$ cat src/hdl/rsc_pkg.sv
// shared types, constants and helpers for the radix string converter
// no dependencies; imported by every module of the block
`default_nettype none

package rsc_pkg;

   localparam int VALUE_WIDTH = 31;   // width of the value field on the input stream
   localparam int RADIX_BITS  = 5;
   localparam int DIGIT_BITS  = 4;
   localparam int CHAR_BITS   = 7;
   localparam int STEP_BITS   = 8;    // quotient bits resolved per divider cycle

   localparam logic [RADIX_BITS-1:0] RADIX_RESET = 5'd16;
   localparam logic [RADIX_BITS-1:0] RADIX_MIN   = 5'd2;
   localparam logic [RADIX_BITS-1:0] RADIX_MAX   = 5'd16;

   localparam logic [DIGIT_BITS-1:0] DIGIT_MAX_DEC = 4'd9;
   localparam logic [CHAR_BITS-1:0]  ASCII_ZERO    = 7'h30;   // '0'
   localparam logic [CHAR_BITS-1:0]  ASCII_ALPHA   = 7'h37;   // 'A' minus ten
   localparam logic [CHAR_BITS-1:0]  CHAR_ERROR    = 7'h00;

   typedef enum logic [1:0] {
      ST_IDLE,
      ST_DIVIDE,
      ST_READ,
      ST_SHOW
   } rsc_state_type;

   typedef struct packed {
      logic load;    // take a fresh dividend
      logic start;   // begin extracting one digit
   } rsc_div_ctrl_type;

   typedef struct packed {
      logic                  done;            // digit ready, one cycle pulse
      logic                  quotient_zero;   // quotient left after this digit is zero
      logic [DIGIT_BITS-1:0] digit;
   } rsc_div_stat_type;

   function automatic logic [CHAR_BITS-1:0] to_ascii(input logic [DIGIT_BITS-1:0] d);
      logic [CHAR_BITS-1:0] base;
      base = (d <= DIGIT_MAX_DEC) ? ASCII_ZERO : ASCII_ALPHA;
      return base + CHAR_BITS'(d);
   endfunction

endpackage

`default_nettype wire

$ cat src/hdl/radix_string_converter.sv
// sequence: each digit is split off in one pass of the shared divider,
// then each character is read from the buffer, then held until taken
// throughput: one value at a time, the next is taken once its last character has gone
// a base outside 2..16 gives one error transaction, offered the cycle after the value is taken
// reset: synchronous, active high; radix returns to 16, sequencer idles, buffer not cleared
// top level of the radix string converter; depends on rsc_pkg, rsc_div_unit, rsc_digit_store
`default_nettype none

module radix_string_converter
   import rsc_pkg::*;
#(
   parameter int VALUE_BITS = 31
) (
   input  wire logic                  clock,
   input  wire logic                  reset,
   // request stream
   input  wire logic                  req_tvalid,
   output      logic                  req_tready,
   input  wire logic [31:0]           req_tdata,   // [30:0] value, [31] zero fill
   // response stream
   output      logic                  rsp_tvalid,
   input  wire logic                  rsp_tready,
   output      logic [7:0]            rsp_tdata,   // [6:0] char_code, [7] zero fill
   output      logic                  rsp_tlast,   // last_char
   output      logic                  rsp_tuser,   // [0] status, 1 for bad base
   // radix register write channel
   input  wire logic                  csr_valid,
   output      logic                  csr_ready,
   input  wire logic [RADIX_BITS-1:0] csr_data
);

   // value bits that take part in the conversion
   localparam int USED_BITS = (VALUE_BITS < VALUE_WIDTH) ? VALUE_BITS : VALUE_WIDTH;
   localparam int AW        = $clog2(USED_BITS);
   localparam int CW        = $clog2(USED_BITS + 1);

   rsc_state_type         state_ff, state_in;
   logic [RADIX_BITS-1:0] radix_ff, radix_in;
   logic [CW-1:0]         count_ff, count_in;    // digits held in the buffer
   logic [AW-1:0]         rd_idx_ff, rd_idx_in;  // digit being sent, counts down to zero
   logic                  err_ff, err_in;

   logic                  req_accept;
   logic                  rsp_accept;
   logic                  radix_ok;
   logic                  is_last;
   logic                  wr_en;
   logic                  rd_en;
   logic [DIGIT_BITS-1:0] rd_data;

   rsc_div_ctrl_type      div_ctrl;
   rsc_div_stat_type      div_stat;

   assign csr_ready  = 1'b1;
   assign radix_ok   = (radix_ff >= RADIX_MIN) && (radix_ff <= RADIX_MAX);
   assign req_accept = req_tvalid && req_tready;
   assign rsp_accept = rsp_tvalid && rsp_tready;
   assign is_last    = err_ff || (rd_idx_ff == '0);

   // shared divider, one digit per pass
   rsc_div_unit #(
      .USED_BITS (USED_BITS)
   ) u_div (
      .clock      (clock),
      .reset      (reset),
      .ctrl       (div_ctrl),
      .load_value (req_tdata[USED_BITS-1:0]),
      .radix      (radix_ff),
      .stat       (div_stat)
   );

   // remainders, least significant first
   rsc_digit_store #(
      .DEPTH (USED_BITS)
   ) u_store (
      .clock   (clock),
      .wr_en   (wr_en),
      .wr_addr (count_ff[AW-1:0]),
      .wr_data (div_stat.digit),
      .rd_en   (rd_en),
      .rd_addr (rd_idx_ff),
      .rd_data (rd_data)
   );

   // next state
   always_comb begin
      state_in = state_ff;
      unique case (state_ff)
         ST_IDLE: begin
            if (req_accept) begin
               state_in = radix_ok ? ST_DIVIDE : ST_SHOW;
            end
         end
         ST_DIVIDE: begin
            if (div_stat.done && div_stat.quotient_zero) begin
               state_in = ST_READ;
            end
         end
         ST_READ: begin
            state_in = ST_SHOW;
         end
         ST_SHOW: begin
            if (rsp_accept) begin
               state_in = is_last ? ST_IDLE : ST_READ;
            end
         end
         default: begin
            state_in = ST_IDLE;
         end
      endcase
   end

   // outputs and datapath control
   always_comb begin
      req_tready     = (state_ff == ST_IDLE);
      rsp_tvalid     = (state_ff == ST_SHOW);
      div_ctrl.load  = req_accept && radix_ok;
      div_ctrl.start = (req_accept && radix_ok) ||
                       ((state_ff == ST_DIVIDE) && div_stat.done && !div_stat.quotient_zero);
      wr_en          = (state_ff == ST_DIVIDE) && div_stat.done;
      rd_en          = (state_ff == ST_READ);
   end

   // bookkeeping registers
   always_comb begin
      radix_in  = radix_ff;
      count_in  = count_ff;
      rd_idx_in = rd_idx_ff;
      err_in    = err_ff;
      if (csr_valid && csr_ready) begin
         radix_in = csr_data;
      end
      if (req_accept) begin
         count_in = '0;
         err_in   = !radix_ok;
      end
      if (wr_en) begin
         // the digit just written is the most significant so far
         count_in  = count_ff + 1'b1;
         rd_idx_in = count_ff[AW-1:0];
      end
      if (rsp_accept && !is_last) begin
         rd_idx_in = rd_idx_ff - 1'b1;
      end
   end

   always_ff @(posedge clock) begin
      if (reset) begin
         state_ff <= ST_IDLE;
         radix_ff <= RADIX_RESET;
         count_ff <= '0;
         err_ff   <= 1'b0;
      end else begin
         state_ff <= state_in;
         radix_ff <= radix_in;
         count_ff <= count_in;
         err_ff   <= err_in;
      end
   end

   always_ff @(posedge clock) begin
      rd_idx_ff <= rd_idx_in;
   end

   // response transaction, digits mapped to ascii on the way out, a zero character for a bad base
   assign rsp_tdata = {1'b0, err_ff ? CHAR_ERROR : to_ascii(rd_data)};
   assign rsp_tlast = is_last;
   assign rsp_tuser = err_ff;

`ifndef NO_ASSERTIONS
   a_one_side: assert property (@(posedge clock) disable iff (reset)
      !(req_tready && rsp_tvalid))
      else $error("request and response sides open together");

   a_buffer_bound: assert property (@(posedge clock) disable iff (reset)
      wr_en |-> (count_ff < CW'(USED_BITS)))
      else $error("digit written beyond the buffer");

   a_error_shape: assert property (@(posedge clock) disable iff (reset)
      (rsp_tvalid && rsp_tuser) |-> (rsp_tlast && (rsp_tdata == 8'h00)))
      else $error("error transaction not a single zero character");

   a_divider_quiet: assert property (@(posedge clock) disable iff (reset)
      (state_ff != ST_DIVIDE) |-> !div_stat.done)
      else $error("divider finished outside the divide phase");

   a_read_then_show: assert property (@(posedge clock) disable iff (reset)
      (state_ff == ST_READ) |=> (state_ff == ST_SHOW))
      else $error("buffer read not followed by a response");
`endif

endmodule

`default_nettype wire

$ cat src/hdl/rsc_div_unit.sv
// shared divider: splits one digit off the working quotient per pass
// depends on rsc_pkg; STEP_BITS restoring steps per cycle
`default_nettype none

module rsc_div_unit
   import rsc_pkg::*;
#(
   parameter int USED_BITS = 31
) (
   input  wire logic                  clock,
   input  wire logic                  reset,
   input  wire rsc_div_ctrl_type      ctrl,
   input  wire logic [USED_BITS-1:0]  load_value,
   input  wire logic [RADIX_BITS-1:0] radix,
   output      rsc_div_stat_type      stat
);

   localparam int DIV_CYCLES = (USED_BITS + STEP_BITS - 1) / STEP_BITS;
   localparam int PAD_BITS   = DIV_CYCLES * STEP_BITS;
   localparam int CNT_W      = $clog2(DIV_CYCLES + 1);

   logic [PAD_BITS-1:0]   wq_ff, wq_in;
   logic [DIGIT_BITS-1:0] rem_ff, rem_in;
   logic [CNT_W-1:0]      cnt_ff, cnt_in;
   logic                  busy_ff, busy_in;
   logic                  done_ff, done_in;
   logic                  last_step;
   logic [STEP_BITS-1:0]  qbits;

   assign last_step = (cnt_ff == CNT_W'(DIV_CYCLES - 1));

   // restoring division of the top slice, remainder stays below the radix
   always_comb begin
      logic [DIGIT_BITS:0]  r;
      logic [DIGIT_BITS:0]  t;
      logic [STEP_BITS-1:0] top;
      top   = wq_ff[PAD_BITS-1 -: STEP_BITS];
      r     = (cnt_ff == '0) ? '0 : {1'b0, rem_ff};
      qbits = '0;
      for (int i = STEP_BITS - 1; i >= 0; i--) begin
         t = {r[DIGIT_BITS-1:0], top[i]};
         if (t >= radix) begin
            r        = t - radix;
            qbits[i] = 1'b1;
         end else begin
            r = t;
         end
      end
      rem_in = r[DIGIT_BITS-1:0];
   end

   always_comb begin
      wq_in   = wq_ff;
      cnt_in  = cnt_ff;
      busy_in = busy_ff;
      done_in = 1'b0;
      if (ctrl.load) begin
         wq_in = PAD_BITS'(load_value);
      end else if (busy_ff) begin
         wq_in = (wq_ff << STEP_BITS) | PAD_BITS'(qbits);
      end
      if (ctrl.start) begin
         busy_in = 1'b1;
         cnt_in  = '0;
      end else if (busy_ff) begin
         cnt_in = cnt_ff + 1'b1;
         if (last_step) begin
            busy_in = 1'b0;
            done_in = 1'b1;
         end
      end
   end

   always_ff @(posedge clock) begin
      if (reset) begin
         busy_ff <= 1'b0;
         done_ff <= 1'b0;
         cnt_ff  <= '0;
      end else begin
         busy_ff <= busy_in;
         done_ff <= done_in;
         cnt_ff  <= cnt_in;
      end
   end

   always_ff @(posedge clock) begin
      wq_ff <= wq_in;
      if (busy_ff) begin
         rem_ff <= rem_in;
      end
   end

   assign stat.done          = done_ff;
   assign stat.quotient_zero = (wq_ff == '0);
   assign stat.digit         = rem_ff;

endmodule

`default_nettype wire

$ cat src/hdl/rsc_digit_store.sv
// digit buffer: one write port, one registered read port
// depends on rsc_pkg for the digit width
`default_nettype none

module rsc_digit_store
   import rsc_pkg::*;
#(
   parameter int DEPTH = 31
) (
   input  wire logic                     clock,
   input  wire logic                     wr_en,
   input  wire logic [$clog2(DEPTH)-1:0] wr_addr,
   input  wire logic [DIGIT_BITS-1:0]    wr_data,
   input  wire logic                     rd_en,
   input  wire logic [$clog2(DEPTH)-1:0] rd_addr,
   output      logic [DIGIT_BITS-1:0]    rd_data
);

   logic [DIGIT_BITS-1:0] mem [DEPTH];

   always_ff @(posedge clock) begin
      if (wr_en) begin
         mem[wr_addr] <= wr_data;
      end
   end

   always_ff @(posedge clock) begin
      if (rd_en) begin
         rd_data <= mem[rd_addr];
      end
   end

endmodule

`default_nettype wire

$ cat config.mk
export PLATFORM = sky130hd
export DESIGN_NAME = radix_string_converter
export DESIGN_NICKNAME = d
export VERILOG_FILES = /design/src/hdl/rsc_pkg.sv /design/src/hdl/radix_string_converter.sv /design/src/hdl/rsc_div_unit.sv /design/src/hdl/rsc_digit_store.sv
export SDC_FILE = /design/constraint.sdc
export NUM_CORES = 1
export LEC_CHECK = 0
export BUFFER_PORTS_ARGS = -buffer_cell sky130_fd_sc_hd__buf_2
export CAP_MARGIN = 20
export CORE_MARGIN = 2
export CORE_UTILIZATION = 55
export CTS_BUF_LIST = sky130_fd_sc_hd__clkbuf_8
export DETAILED_ROUTE_END_ITERATION = 6
export GPL_ROUTABILITY_DRIVEN = 0
export GPL_TIMING_DRIVEN = 0
export HOLD_SLACK_MARGIN = 0.12
export PLACE_DENSITY = 0.73
export SYNTH_ARGS = -nofsm -noshare
export SYNTH_HDL_FRONTEND = slang
export SYNTH_SLANG_ARGS = --single-unit
export TNS_END_PERCENT = 1
$ cat constraint.sdc
create_clock -name clock -period 14.88 [get_ports clock]
set_input_delay 1.488 -clock clock [delete_from_list [all_inputs] [get_ports clock]]
set_output_delay 1.488 -clock clock [all_outputs]
set_load 0.01 [all_outputs]
[Word level (Yosys, flattened, before mapping)]
Memory sizes are Yosys's and may differ from the RTL's. A register that Yosys moved wholly into a read port is not among the register bits.
Index checks and enable logic that the tools add are counted.
Word-level totals
  register bits: 59
  bits in latches: 0
  RAM bits: 124
  ROM bits: 0
  input bits: 42
  output and inout port bits: 13
  word-level logic and storage cells: 104
  memories: 1
Memories
  u_store.mem: depth 31, width 4, read ports 1, clocked after memory_dff 1, write ports 1, RTL line rsc_digit_store.sv:19  | logic [DIGIT_BITS-1:0] mem [DEPTH];
Cells by class
  $add $sub $neg: 12
  multiply operators: 0
  divide/modulo/power cells: 0
  magnitude comparators: 11
  eq/ne operators: 7
  shift-type cells: 0
  muxes and demuxes: 37
  bitwise logic cells: 2
  reduce and logical (&&, ||, !) cells: 23
Operators with widths (number)
  31-bit two-way mux: 2
  5-bit greater-or-equal comparator: 8
  4-bit two-way mux: 9
  32-bit logical NOT: 1
  32-bit by 8-bit OR with 32-bit output: 1
  4-bit subtractor: 8
  5-bit two-way mux: 4
  1-bit two-way mux: 14
  2-bit two-way mux: 5
  1-bit logical AND: 8
  2-bit one-hot mux with 4 select lines: 1
  6-bit by 4-bit adder with 7-bit output: 1
  7-bit two-way mux: 1
  2-bit nonzero test: 3
  5-bit by 1-bit adder with 5-bit output, second input constant: 1
  5-bit by 2-bit greater-or-equal comparator with 1-bit output, second input constant: 1
  5-bit <= comparator, second input constant: 1
  5-bit logical NOT: 1
  5-bit by 1-bit subtractor with 5-bit output, second input constant: 1
  2-bit equality test, second input constant: 2
  4-bit <= comparator, second input constant: 1
  2-bit by 1-bit inequality test with 1-bit output, second input constant: 2
  3-bit by 1-bit adder with 3-bit output, second input constant: 1
  3-bit by 2-bit equality test with 1-bit output, second input constant: 1
  other kinds (11): 14

[Longest topological paths before layout]
Gate-level depths: netlist of the first run.
  depth after elaboration: 21
  gate-level depth with buffers: 58
  mapped depth without buffers: 54

[Cells and area by module]
A second synthesis of the first run with hierarchy kept.
Unflattened totals
  cells, all modules: 747
  area total of the unflattened synthesis: 9850.7 µm²
By module, submodules not included
  rsc_digit_store: times used 1, cells each 285, area an instance 5163.7 µm²
  rsc_div_unit: times used 1, cells each 342, area an instance 3552.2 µm²
  radix_string_converter: times used 1, cells each 120, area an instance 1134.8 µm²

[Worst setup path before layout of the first run]
Ideal clock, no wire load.
  path type: reg-to-reg
  from: register u_div.cnt_ff[0]
  to: register u_div.rem_ff[1], data pin
  setup time: 0.260 ns
  arrival: 10.586 ns
  data required time: 14.620 ns
  setup slack: 4.034 ns
  cell stages (with the launch flop): 51
  path buffers: 4
  clock period less this slack: 10.846 ns
  cell sequence: dfxtp_1 > inv_1 > ha_1 > nand2b_1 > and2_1 > ha_1 > a21oi_1 > o211ai_1 > o21ai_0 > mux2i_1 > inv_1 > ha_1 > o21a_1 > o31ai_1 > a31o_2 > buf_2 > nor2_1 > a41o_1 > (+15 left out) > o22a_1 > buf_2 > a21o_1 > o21ai_0 > ha_1 > a41o_1 > nor2_1 > a31oi_1 > buf_2 > mux2i_1 > ha_1 > nor2_1 > o31ai_2 > mux2_2 > ha_1 > nand2_1 > o31ai_1 > mux2_2
Between the ends
  longest elaborated chain between the ends: 18
RTL lines
  from (decl): RTL line rsc_div_unit.sv:24  | logic [CNT_W-1:0] cnt_ff, cnt_in;
  from (signal assigned): RTL line rsc_div_unit.sv:82  | cnt_ff <= cnt_in;
  3-bit logical NOT (*): RTL line rsc_div_unit.sv:38  | r = (cnt_ff == '0) ? '0 : {1'b0, rem_ff};
  4-bit two-way mux (*): RTL line rsc_div_unit.sv:38
  4-bit subtractor or 5-bit greater-or-equal comparator (tied branches): RTL line rsc_div_unit.sv:43, rsc_div_unit.sv:42
  4-bit two-way mux (*): RTL line rsc_div_unit.sv:42  | if (t >= radix) begin
  4-bit subtractor or 5-bit greater-or-equal comparator (tied branches): RTL line rsc_div_unit.sv:43, rsc_div_unit.sv:42
  4-bit two-way mux (*): RTL line rsc_div_unit.sv:42
  4-bit subtractor or 5-bit greater-or-equal comparator (tied branches): RTL line rsc_div_unit.sv:43, rsc_div_unit.sv:42
  4-bit two-way mux (*): RTL line rsc_div_unit.sv:42
  (+3 left out)
  4-bit two-way mux (*): RTL line rsc_div_unit.sv:42
  4-bit subtractor or 5-bit greater-or-equal comparator (tied branches): RTL line rsc_div_unit.sv:43, rsc_div_unit.sv:42
  4-bit two-way mux (*): RTL line rsc_div_unit.sv:42
  5-bit greater-or-equal comparator or 4-bit subtractor (tied branches): RTL line rsc_div_unit.sv:42, rsc_div_unit.sv:43
  4-bit two-way mux (*): RTL line rsc_div_unit.sv:42
  4-bit subtractor or 5-bit greater-or-equal comparator (tied branches): RTL line rsc_div_unit.sv:43, rsc_div_unit.sv:42
  4-bit two-way mux (*): RTL line rsc_div_unit.sv:42
  named net u_div.rem_in[1]: RTL line rsc_div_unit.sv:23  | logic [DIGIT_BITS-1:0] rem_ff, rem_in;
  to (signal assigned): RTL line rsc_div_unit.sv:89  | rem_ff <= rem_in;
  to (decl): RTL line rsc_div_unit.sv:23
The timed path passes the listed nets; every way through them passes the cells marked *.
A chain may end at the register's enable or synchronous reset.

[Worst setup path in the final report of the first run]
  from: register radix_ff[1]
  to: register u_div.rem_ff[2], data pin
Between the ends
  longest elaborated chain between the ends: 16
RTL lines
  from (decl): RTL line radix_string_converter.sv:38  | logic [RADIX_BITS-1:0] radix_ff, radix_in;
  from (signal assigned): RTL line radix_string_converter.sv:155  | radix_ff <= radix_in;
  4-bit subtractor or 5-bit greater-or-equal comparator (tied branches): RTL line rsc_div_unit.sv:43, rsc_div_unit.sv:42
  4-bit two-way mux: RTL line rsc_div_unit.sv:42
  4-bit subtractor or 5-bit greater-or-equal comparator (tied branches): RTL line rsc_div_unit.sv:43, rsc_div_unit.sv:42
  4-bit two-way mux: RTL line rsc_div_unit.sv:42
  4-bit subtractor or 5-bit greater-or-equal comparator (tied branches): RTL line rsc_div_unit.sv:43, rsc_div_unit.sv:42
  4-bit two-way mux: RTL line rsc_div_unit.sv:42
  5-bit greater-or-equal comparator or 4-bit subtractor (tied branches): RTL line rsc_div_unit.sv:42, rsc_div_unit.sv:43
  4-bit two-way mux: RTL line rsc_div_unit.sv:42
  4-bit subtractor or 5-bit greater-or-equal comparator (tied branches): RTL line rsc_div_unit.sv:43, rsc_div_unit.sv:42
  4-bit two-way mux: RTL line rsc_div_unit.sv:42
  4-bit subtractor or 5-bit greater-or-equal comparator (tied branches): RTL line rsc_div_unit.sv:43, rsc_div_unit.sv:42
  4-bit two-way mux: RTL line rsc_div_unit.sv:42
  5-bit greater-or-equal comparator or 4-bit subtractor (tied branches): RTL line rsc_div_unit.sv:42, rsc_div_unit.sv:43
  4-bit two-way mux: RTL line rsc_div_unit.sv:42
  4-bit subtractor or 5-bit greater-or-equal comparator (tied branches): RTL line rsc_div_unit.sv:43, rsc_div_unit.sv:42
  4-bit two-way mux (*): RTL line rsc_div_unit.sv:42
  named net u_div.rem_in[2]: RTL line rsc_div_unit.sv:23
Marks and branches as above.

==> summary.txt, run 1 <==
Run status
  • Status: complete, no violations

Die
  • Die area: 18,660 sq um
  • Die width: 136.6 um
  • Initial Utilization: 56.10%
  • Core ar.: 17,240 sq um
  • Row count: 48
  • Die Y: 136.6 um
  • I/O pin total: 55

Min path
  • Hold path depth: 2
  • Hold EP: u_div.cnt_ff[1]
  • Hold/Removal Path Class: register to register
  • Hold_sp: u_div.cnt_ff[1]

Route
  • Routed Antenna Nets: 0
  • Starting DRT DRC Count: 566
  • # DRC: 0
  • Pre-antenna DRT Iters: 5
  • WL per Instance: 20.33 um
  • Metal2 WL: 11,040 um
  • Vias: 6,199
  • WL met3: 1030 um
  • Max Used Layer: met4
  • Via density: 5.989
  • Wl on met1: 8456 um
  • Final wirelength: 21,040 um

Synthesis
  • Post-synth cell types: 54
  • Yosys warns: 0
  • Synth top area cells: edfxtp_1, mux4_2, ha_1
  • Yosys top cell area share: 52.17%
  • EDFF count, synth: 168
  • Post-Syn Area: 9671 sq um
  • Post-synthesis sequential area ratio: 56.10%
  • Synth top cells by count: edfxtp_1, nor2_1, ha_1, mux2_2, inv_1
  • Number of register bits inferred by synthesis: 187
  • Most frequent cell after synthesis: edfxtp_1
  • Main flop type after synthesis: edfxtp_1
  • Top cell type by total area after synthesis: edfxtp_1
  • Avg Cell Area, Syn: 13.38 sq um
  • Net count after synthesis: 821
  • Gate Count Post-Synth: 723
  • Async S/R FF share, synth: 0%

STA
  • WHS: 0.5472 ns
  • Period utilization: 87.23%
  • Setup TNS: 0 ns
  • Final min period: 12.98 ns
  • Fin. max-slew vios: 0
  • F_max: 0.07705 GHz
  • RSZ-0062 raised after global routing: no
  • Final Hold Fails: 0
  • Setup Skew: 0.01941 ns
  • Worst slew pin tran: 0.8348 ns
  • Final setup fails: 0
  • Slew HR: 44.01%

GRT
  • Vias in the first global route: 6,280
  • Wire length of the first global-routing pass: 32,930 um
  • Pin count of the biggest net entering global routing: 38
  • GRT Total Usage: 23.67%
  • Initial antenna violation count: 0
  • GRT overflow: 0

Clocking
  • Post-CTS Repair Setup Buffers: 0
  • Root buffer selected by CTS: clkbuf_8
  • CTS tree: done
  • Cts-stage hold buffer count: 0
  • CTS Buf Count: 17
  • Reg clk slew, reported paths: 0.10 ns
  • H-tree depth: 4
  • Worst-skew pair later-pin latency: 0.48 ns
  • Clock Tree Buf Depth: 2
  • Post-cts sizing count: 0
  • CTS Sinks: 187

Worst setup path
  • Bufs and invs on worst path: 8
  • Data arrival time of the worst path: 13.19 ns
  • Crit path largest cell delay: 0.71 ns
  • Critical-path top delay cell: o31ai_2
  • Delay-heaviest family, CP: compound AO/OA/AOI/OAI gates
  • CP Capture Type: register
  • R2r startpoint: radix_ff[1]
  • Worst setup path category: register to register
  • Most used cell along the critical path: ha_1
  • Critical Path Start Type: register
  • Critical Path RT: 15.10 ns
  • R2r setup slk: 1.90 ns
  • Worst reg2reg endpoint: u_div.rem_ff[2]
  • Worst-case reg-to-reg path depth: 48
  • Crit path max fanout: 10

Place
  • Detailed placement HPWL: 15,090 um
  • IO buf count: 50

Final layout
  • Layout cells sized above 1: 21.85%
  • Nets@finish: 896
  • Diode count: 0
  • Core Util, Final: 62.22%
  • Area grow syn2layout: 10.89%

Flow run
  • Number of max-cap violations: 0
-- flip-flops by register name, indices dropped and copies added, names as in the netlist, 3 cells and up --
name,flops
u_store.rd_data,4
rd_idx_ff,5
u_div.wq_ff,32
count_ff,5
u_div.rem_ff,4
u_div.cnt_ff,3
radix_ff,5
u_store.mem,124
-- logic make-up after synthesis --
logic type,synth area share [%]
other cells,0.07766
buf+inv,2.950
mux,14.88
xor+xnor,1.449
compound gates,7.285
simple gates,9.471
fa+ha+maj,7.789
flops,56.10
-- layer usage --
layer / vias to the layer above / GRT usage (%)
met5: - / 0
met4: 0 / 8.854
met3: 35 / 4.556
met2: 206 / 41.58
met1: 3075 / 28.98
li1: 2883 / -
-- per-stage QoR --
stage               std cells  cell area (sq um)  setup WS (ns)
floorplan                 723               9671          4.034
CTS                      1030              10620          1.672
detailed placement        999              10220          1.771
global route             1035              10720          1.023
finish                   1035              10720          1.901
global placement          998              10200          2.118
-- layout by cell type, fill, tap and decap left out, drive strengths merged, types with 28 or more instances in the layout --
master	n
edfxtp	168
nor2	94
nand2	29
a21oi	28
ha	49
clkbuf	33
mux2	38
inv	42
buf	68
mux4	36
-- worst register-to-register path: cells and delay by family (launching register included) --
family / cells / cell delay [ns]
AO/OA/AOI/OAI: 24 / 5.79
AND/OR/NAND/NOR: 5 / 0.57
multiplexers: 4 / 1.27
flip-flops: 1 / 0.65
buffers and inverters: 8 / 1.96
adder cells (fa/ha/maj): 7 / 2.44
-- cell type report --
cell class                      count  area [sq um]
Tap cell                          225         281.5
Buffer                             28         146.4
Timing Repair Buffer               56         367.9
Multi-Input combinational cell    471          3960
Inverter                           37         138.9
Clock inverter                     14         170.2
Fill cell                        1264          6513
Sequential cell                   187          5425
Clock buffer                       17         234.0
-- worst max-delay path by stage --
stage                     from  depth (start not counted)              end
2_1_floorplan  u_div.cnt_ff[0]                         50  u_div.rem_ff[1]
3_3_place_gp   u_div.rem_ff[3]                         47  u_div.rem_ff[2]
3_5_place_dp   u_div.rem_ff[3]                         47  u_div.rem_ff[2]
4_1_cts        u_div.rem_ff[3]                         47  u_div.rem_ff[2]
5_1_grt            radix_ff[1]                         48  u_div.rem_ff[2]
6_report           radix_ff[1]                         48  u_div.rem_ff[2]
Power of run 1 is left out: the tool's default activity adds up to more than one toggle a clock period on the data nets, which glitch-free logic cannot reach.
==> run 2, diff against run 1 <==
- CORE_UTILIZATION: 55 -> 62
- PLACE_DENSITY: 0.73 -> default
- PLACE_DENSITY_LB_ADDON: default -> 0.12
==> run 2 against run 1 <==
Effect of this change:
- critical path depth fell by 1
- sequential share of layout area rose by 0.36 points
- clock-buffer cell count did not move
- hold slack barely moved
- clock skew fell by 0.0050 ns
- critical path type unchanged
- critical endpoint unchanged
- largest cell class unchanged
==> summary.txt, run 2 (synthesis results as in run 1) <==
GRT
  • Initial antenna violation count: 0 (unchanged)
  • GRT Total Usage: 25.74% (+2.1 points)
  • GRT overflow: 0 (unchanged)
  • Wire length of the first global-routing pass: 32,110 um (-2.5%)
  • Pin count of the biggest net entering global routing: 38 (unchanged)
  • Vias in the first global route: 6,315 (+0.56%)

Worst setup path
  • Most used cell along the critical path: ha_1
  • Worst-case reg-to-reg path depth: 47 (-2.1%)
  • Crit path from: u_div.rem_ff[3]
  • Crit path largest cell delay: 1.05 ns (+0.34 ns)
  • R2r startpoint: u_div.rem_ff[3]
  • Delay-heaviest family, CP: compound AO/OA/AOI/OAI gates
  • Crit path max fanout: 32 (+22)
  • Critical-path top delay cell: edfxtp_1
  • CP Capture Type: register
  • Critical Path Start Type: register
  • Data arrival time of the worst path: 13.66 ns (+0.47 ns)
  • Worst reg2reg endpoint: u_div.rem_ff[2]
  • Worst setup path category: register to register
  • R2r setup slk: 1.42 ns (-0.48 ns)
  • Bufs and invs on worst path: 7 (-1)
  • Critical Path RT: 15.09 ns (about the same)

STA
  • WHS: 0.5476 ns (+0.0004340 ns)
  • RSZ-0062 raised after global routing: no
  • Slew HR: 29.59% (-14 points)
  • Final Hold Fails: 0 (unchanged)
  • Period utilization: 90.43% (+3.2 points)
  • F_max: 0.07432 GHz (-3.5%)
  • Setup Skew: 0.01443 ns (-0.004981 ns)
  • Setup TNS: 0 ns (unchanged)
  • Fin. max-slew vios: 0 (unchanged)
  • Final min period: 13.46 ns (+0.4760 ns)
  • Worst slew pin tran: 1.056 ns (+0.2214 ns)
  • Final setup fails: 0 (unchanged)

Clocking
  • CTS Buf Count: 17 (unchanged)
  • Root buffer selected by CTS: clkbuf_8
  • H-tree depth: 4 (unchanged)
  • Cts-stage hold buffer count: 0 (unchanged)
  • CTS tree: done
  • Post-CTS Repair Setup Buffers: 0 (unchanged)
  • Post-cts sizing count: 0 (unchanged)
  • Worst-skew pair later-pin latency: 0.46 ns (-0.02 ns)
  • CTS Sinks: 187 (unchanged)
  • Clock Tree Buf Depth: 2 (unchanged)
  • Reg clk slew, reported paths: 0.09 ns (about the same)

Place
  • Detailed placement HPWL: 14,700 um (-2.6%)
  • IO buf count: 50 (unchanged)

Final layout
  • Area grow syn2layout: 10.10%
  • Commonest non-fill, non-tap cell in the layout: edfxtp_1
  • Largest register FFs: 124 (unchanged)
  • Largest reg by FF count: u_store.mem
  • Top flop regs: u_store.mem: 124 flops, u_div.wq_ff: 32 flops
  • Diode count: 0 (unchanged)
  • Nets@finish: 895 (-0.11%)
  • Layout cells sized above 1: 22.10% (+0.25 points)
  • Most frequent cells in the layout: edfxtp_1, nor2_1, buf_2

Die
  • Die width: 128.9 um (-5.6%)
  • Core ar.: 15,200 sq um (-12%)
  • Die Y: 128.9 um (-5.6%)
  • I/O pin total: 55 (unchanged)
  • Row count: 45 (-6.3%)
  • Die area: 16,610 sq um (-11%)
  • Initial Utilization: 63.61% (+7.5 points)

Run status
  • Status: complete, no violations

Route
  • Pre-antenna DRT Iters: 5 (unchanged)
  • Final wirelength: 20,730 um (-1.5%)
  • # DRC: 0 (unchanged)
  • Starting DRT DRC Count: 456 (-19%)
  • Vias: 6,190 (-0.15%)
  • Routed Antenna Nets: 0 (unchanged)
  • Via density: 6.202 (+3.6%)
  • WL per Instance: 20.77 um (+2.2%)

Min path
  • Hold_sp: radix_ff[3]
  • Hold EP: radix_ff[3]
  • Hold/Removal Path Class: register to register
  • Hold path depth: 2 (unchanged)

Flow run
  • Number of max-cap violations: 0 (unchanged)
[run 2: cell types whose count changed in the layout (fill, tap and decap cells not counted), sizes merged]
cell | previous run | this run
inv | 42 | 45
buf | 68 | 67
clkinv | 3 | 5
clkinvlp | 3 | 1
bufinv | 3 | 1
[run 2: how the worst max path moves through the flow]
stage	end	slack (ns)	depth (start not counted)
after global routing	u_div.rem_ff[2]	0.60	47
after floorplan	u_div.rem_ff[1]	4.03	50
after global placement	u_div.rem_ff[2]	2.01	47
final	u_div.rem_ff[2]	1.42	47
after detailed placement	u_div.rem_ff[2]	1.42	47
after CTS	u_div.rem_ff[2]	1.36	47
[run 2: layer usage]
layer	vias up	routed length (um)	part of all wire [%]	GRT usage, %
li1	2875	-	-	-
met1	3022	8069	39	30.98
met2	233	10650	51	44.63
met3	60	1156	5.6	5.198
met4	0	852	4.1	12.40
met5	-	0	0	0
[run 2: area by class of cell]
class	count	area (sq um)
repair buffers	55	352.8
plain buffers	28	146.4
multi-input cells	471	3960
fillers	1065	4554
clock buffers	17	234.0
clock inverters	15	155.1
well taps	188	235.2
flip-flops and latches	187	5425
inverters	37	138.9
[run 2: worst register-to-register path, delay by kind of cell (launching register included)]
kind | cells | cell delay, ns
fa+ha+maj | 8 | 2.51
buf+inv | 7 | 1.50
mux | 4 | 1.45
simple gates | 4 | 0.50
compound gates | 24 | 6.23
flops | 1 | 1.05
[run 2: per-stage QoR]
stage	std cells	cell area, sq um	util [%]	worst slack, ns
after floorplan	723	9671	-	4.034
after global placement	961	10160	66.81	2.008
after detailed placement	962	10170	66.91	1.420
after CTS	994	10560	69.47	1.360
after global routing	998	10650	70.04	0.6033
final	998	10650	70.04	1.425
Power of run 2 is left out for the same reason.
==> run 3, diff against run 2 <==
- CORE_MARGIN: 2 -> default
- CORE_UTILIZATION: 62 -> 55
- GPL_TIMING_DRIVEN: 0 -> default
==> run 3 against run 2 <==
Effect of this change:
- design area down 1.3%
- via count down 3.8%
- hold slack worse by 0.0087 ns
- non-clock buffer count down 25
- register-to-register slack about the same
- critical path depth down 3
- first-iteration DRC count up 0.22%
- setup slack better by 0.0073 ns
- clock-buffer cell count unchanged
- routed wire length down 3.7%
==> summary.txt, run 3 (synthesis results as in run 1) <==
Run status
  • Status: complete, no violations

Final layout
  • Largest register FFs: 124 (unchanged)
  • Most frequent cells in the layout: edfxtp_1, nor2_1, buf_2
  • Area grow syn2layout: 8.668%
  • Top flop regs: u_store.mem: 124 flops, u_div.wq_ff: 32 flops
  • Largest reg by FF count: u_store.mem
  • Layout cells sized above 1: 21.66% (-0.44 points)
  • Nets@finish: 870 (-2.8%)
  • Diode count: 0 (unchanged)
  • Commonest non-fill, non-tap cell in the layout: edfxtp_1

STA
  • WHS: 0.5390 ns (-0.008659 ns)
  • Fin. max-slew vios: 0 (unchanged)
  • Setup Skew: 0.02252 ns (+0.008091 ns)
  • Worst slew pin tran: 1.063 ns (+0.007169 ns)
  • F_max: 0.07436 GHz (about the same)
  • Final Hold Fails: 0 (unchanged)
  • Final min period: 13.45 ns (-0.007320 ns)
  • Final setup fails: 0 (unchanged)
  • RSZ-0062 raised after global routing: no
  • Period utilization: 90.38% (about the same)
  • Slew HR: 29.11% (-0.48 points)
  • Setup TNS: 0 ns (unchanged)

Die
  • I/O pin total: 55 (unchanged)
  • Die area: 18,120 sq um (+9.1%)
  • Core ar.: 17,240 sq um (+13%)
  • Die width: 134.6 um (+4.4%)
  • Initial Utilization: 56.10% (-7.5 points)
  • Die Y: 134.6 um (+4.4%)
  • Row count: 48 (+6.7%)

GRT
  • Vias in the first global route: 6,165 (-2.4%)
  • Wire length of the first global-routing pass: 31,290 um (-2.5%)
  • Pin count of the biggest net entering global routing: 38 (unchanged)
  • GRT overflow: 0 (unchanged)
  • GRT Total Usage: 23.10% (-2.6 points)
  • Initial antenna violation count: 0 (unchanged)

Worst setup path
  • Most used cell along the critical path: ha_1
  • Worst-case reg-to-reg path depth: 44 (-6.4%)
  • Crit path largest cell delay: 0.83 ns (-0.22 ns)
  • Critical Path Start Type: register
  • WP depth: 44 (-6.4%)
  • Delay-heaviest family, CP: compound AO/OA/AOI/OAI gates
  • Crit path max fanout: 32 (unchanged)
  • Critical-path top delay cell: edfxtp_1
  • Worst setup path category: register to register
  • Data arrival time of the worst path: 13.67 ns (about the same)
  • CP Capture Type: register
  • Bufs and invs on worst path: 1 (-6)
  • Critical Path RT: 15.10 ns (about the same)

Route
  • WL per Instance: 19.77 um (-4.8%)
  • Via density: 5.896 (-4.9%)
  • Vias: 5,955 (-3.8%)
  • # DRC: 0 (unchanged)
  • Pre-antenna DRT Iters: 6 (+1)
  • Routed Antenna Nets: 0 (unchanged)
  • Final wirelength: 19,970 um (-3.7%)
  • Starting DRT DRC Count: 457 (+0.22%)

Clocking
  • Root buffer selected by CTS: clkbuf_8
  • CTS tree: done
  • CTS Buf Count: 17 (unchanged)
  • Worst-skew pair later-pin latency: 0.47 ns (about the same)
  • Post-cts sizing count: 0 (unchanged)
  • CTS Sinks: 187 (unchanged)
  • H-tree depth: 4 (unchanged)
  • Cts-stage hold buffer count: 0 (unchanged)
  • Clock Tree Buf Depth: 2 (unchanged)
  • Reg clk slew, reported paths: 0.09 ns (about the same)
  • Post-CTS Repair Setup Buffers: 0 (unchanged)

Place
  • Detailed placement HPWL: 14,150 um (-3.8%)
  • IO buf count: 51 (+2.0%)

Min path
  • Hold path depth: 2 (unchanged)
  • Hold/Removal Path Class: register to register

Flow run
  • Number of max-cap violations: 0 (unchanged)
-- run 3: changes by cell type in the layout (fill, tap and decap cells not counted), moves of 2 or more --
cell	change
buf_6	-3
buf_16	-2
buf_2	-5
clkbuf_1	-15
buf_4	+2
-- run 3: area by class of cell --
class	count	area, sq um
Fill cell	1317	6728
Sequential cell	187	5425
Multi-Input combinational cell	471	3960
Timing Repair Buffer	58	335.3
Tap cell	225	281.5
Clock buffer	17	234.0
Inverter	37	138.9
Clock inverter	15	133.9
-- run 3: worst min-delay path, stage by stage, from the launching register on --
cell and delay, ns:
dfxtp_1 0.35, nor2_1 0.11, a211oi_1 0.05
-- run 3: per-stage QoR --
stage / cells / area (sq um) / utilization, % / worst slack [ns]
5_1_grt: 1010 / 10510 / 60.97 / 0.4829
3_5_place_dp: 976 / 10100 / 58.59 / 1.610
4_1_cts: 1008 / 10470 / 60.72 / 1.544
2_1_floorplan: 723 / 9671 / - / 4.034
3_3_place_gp: 976 / 10100 / 58.59 / 1.944
6_report: 1010 / 10510 / 60.97 / 1.432
-- run 3: worst paths after layout --
kind                                 startpoint         endpoint  slack (ns)
worst min register to register  u_div.cnt_ff[2]  u_div.cnt_ff[2]        0.54
worst min-delay path            u_div.cnt_ff[2]  u_div.cnt_ff[2]        0.54
worst max register to register  u_div.rem_ff[2]  u_div.rem_ff[2]        1.43
worst max-delay path            u_div.rem_ff[2]  u_div.rem_ff[2]        1.43
-- run 3: layer usage --
metal  vias up  wire length [um]  GRT usage (%)
li1       2833                 -              -
met1      2952              8039          26.76
met2       150             10830          42.60
met3        20               742          4.204
met4         0               355          8.427
met5         -                 0              0
Power of run 3 is left out for the same reason.
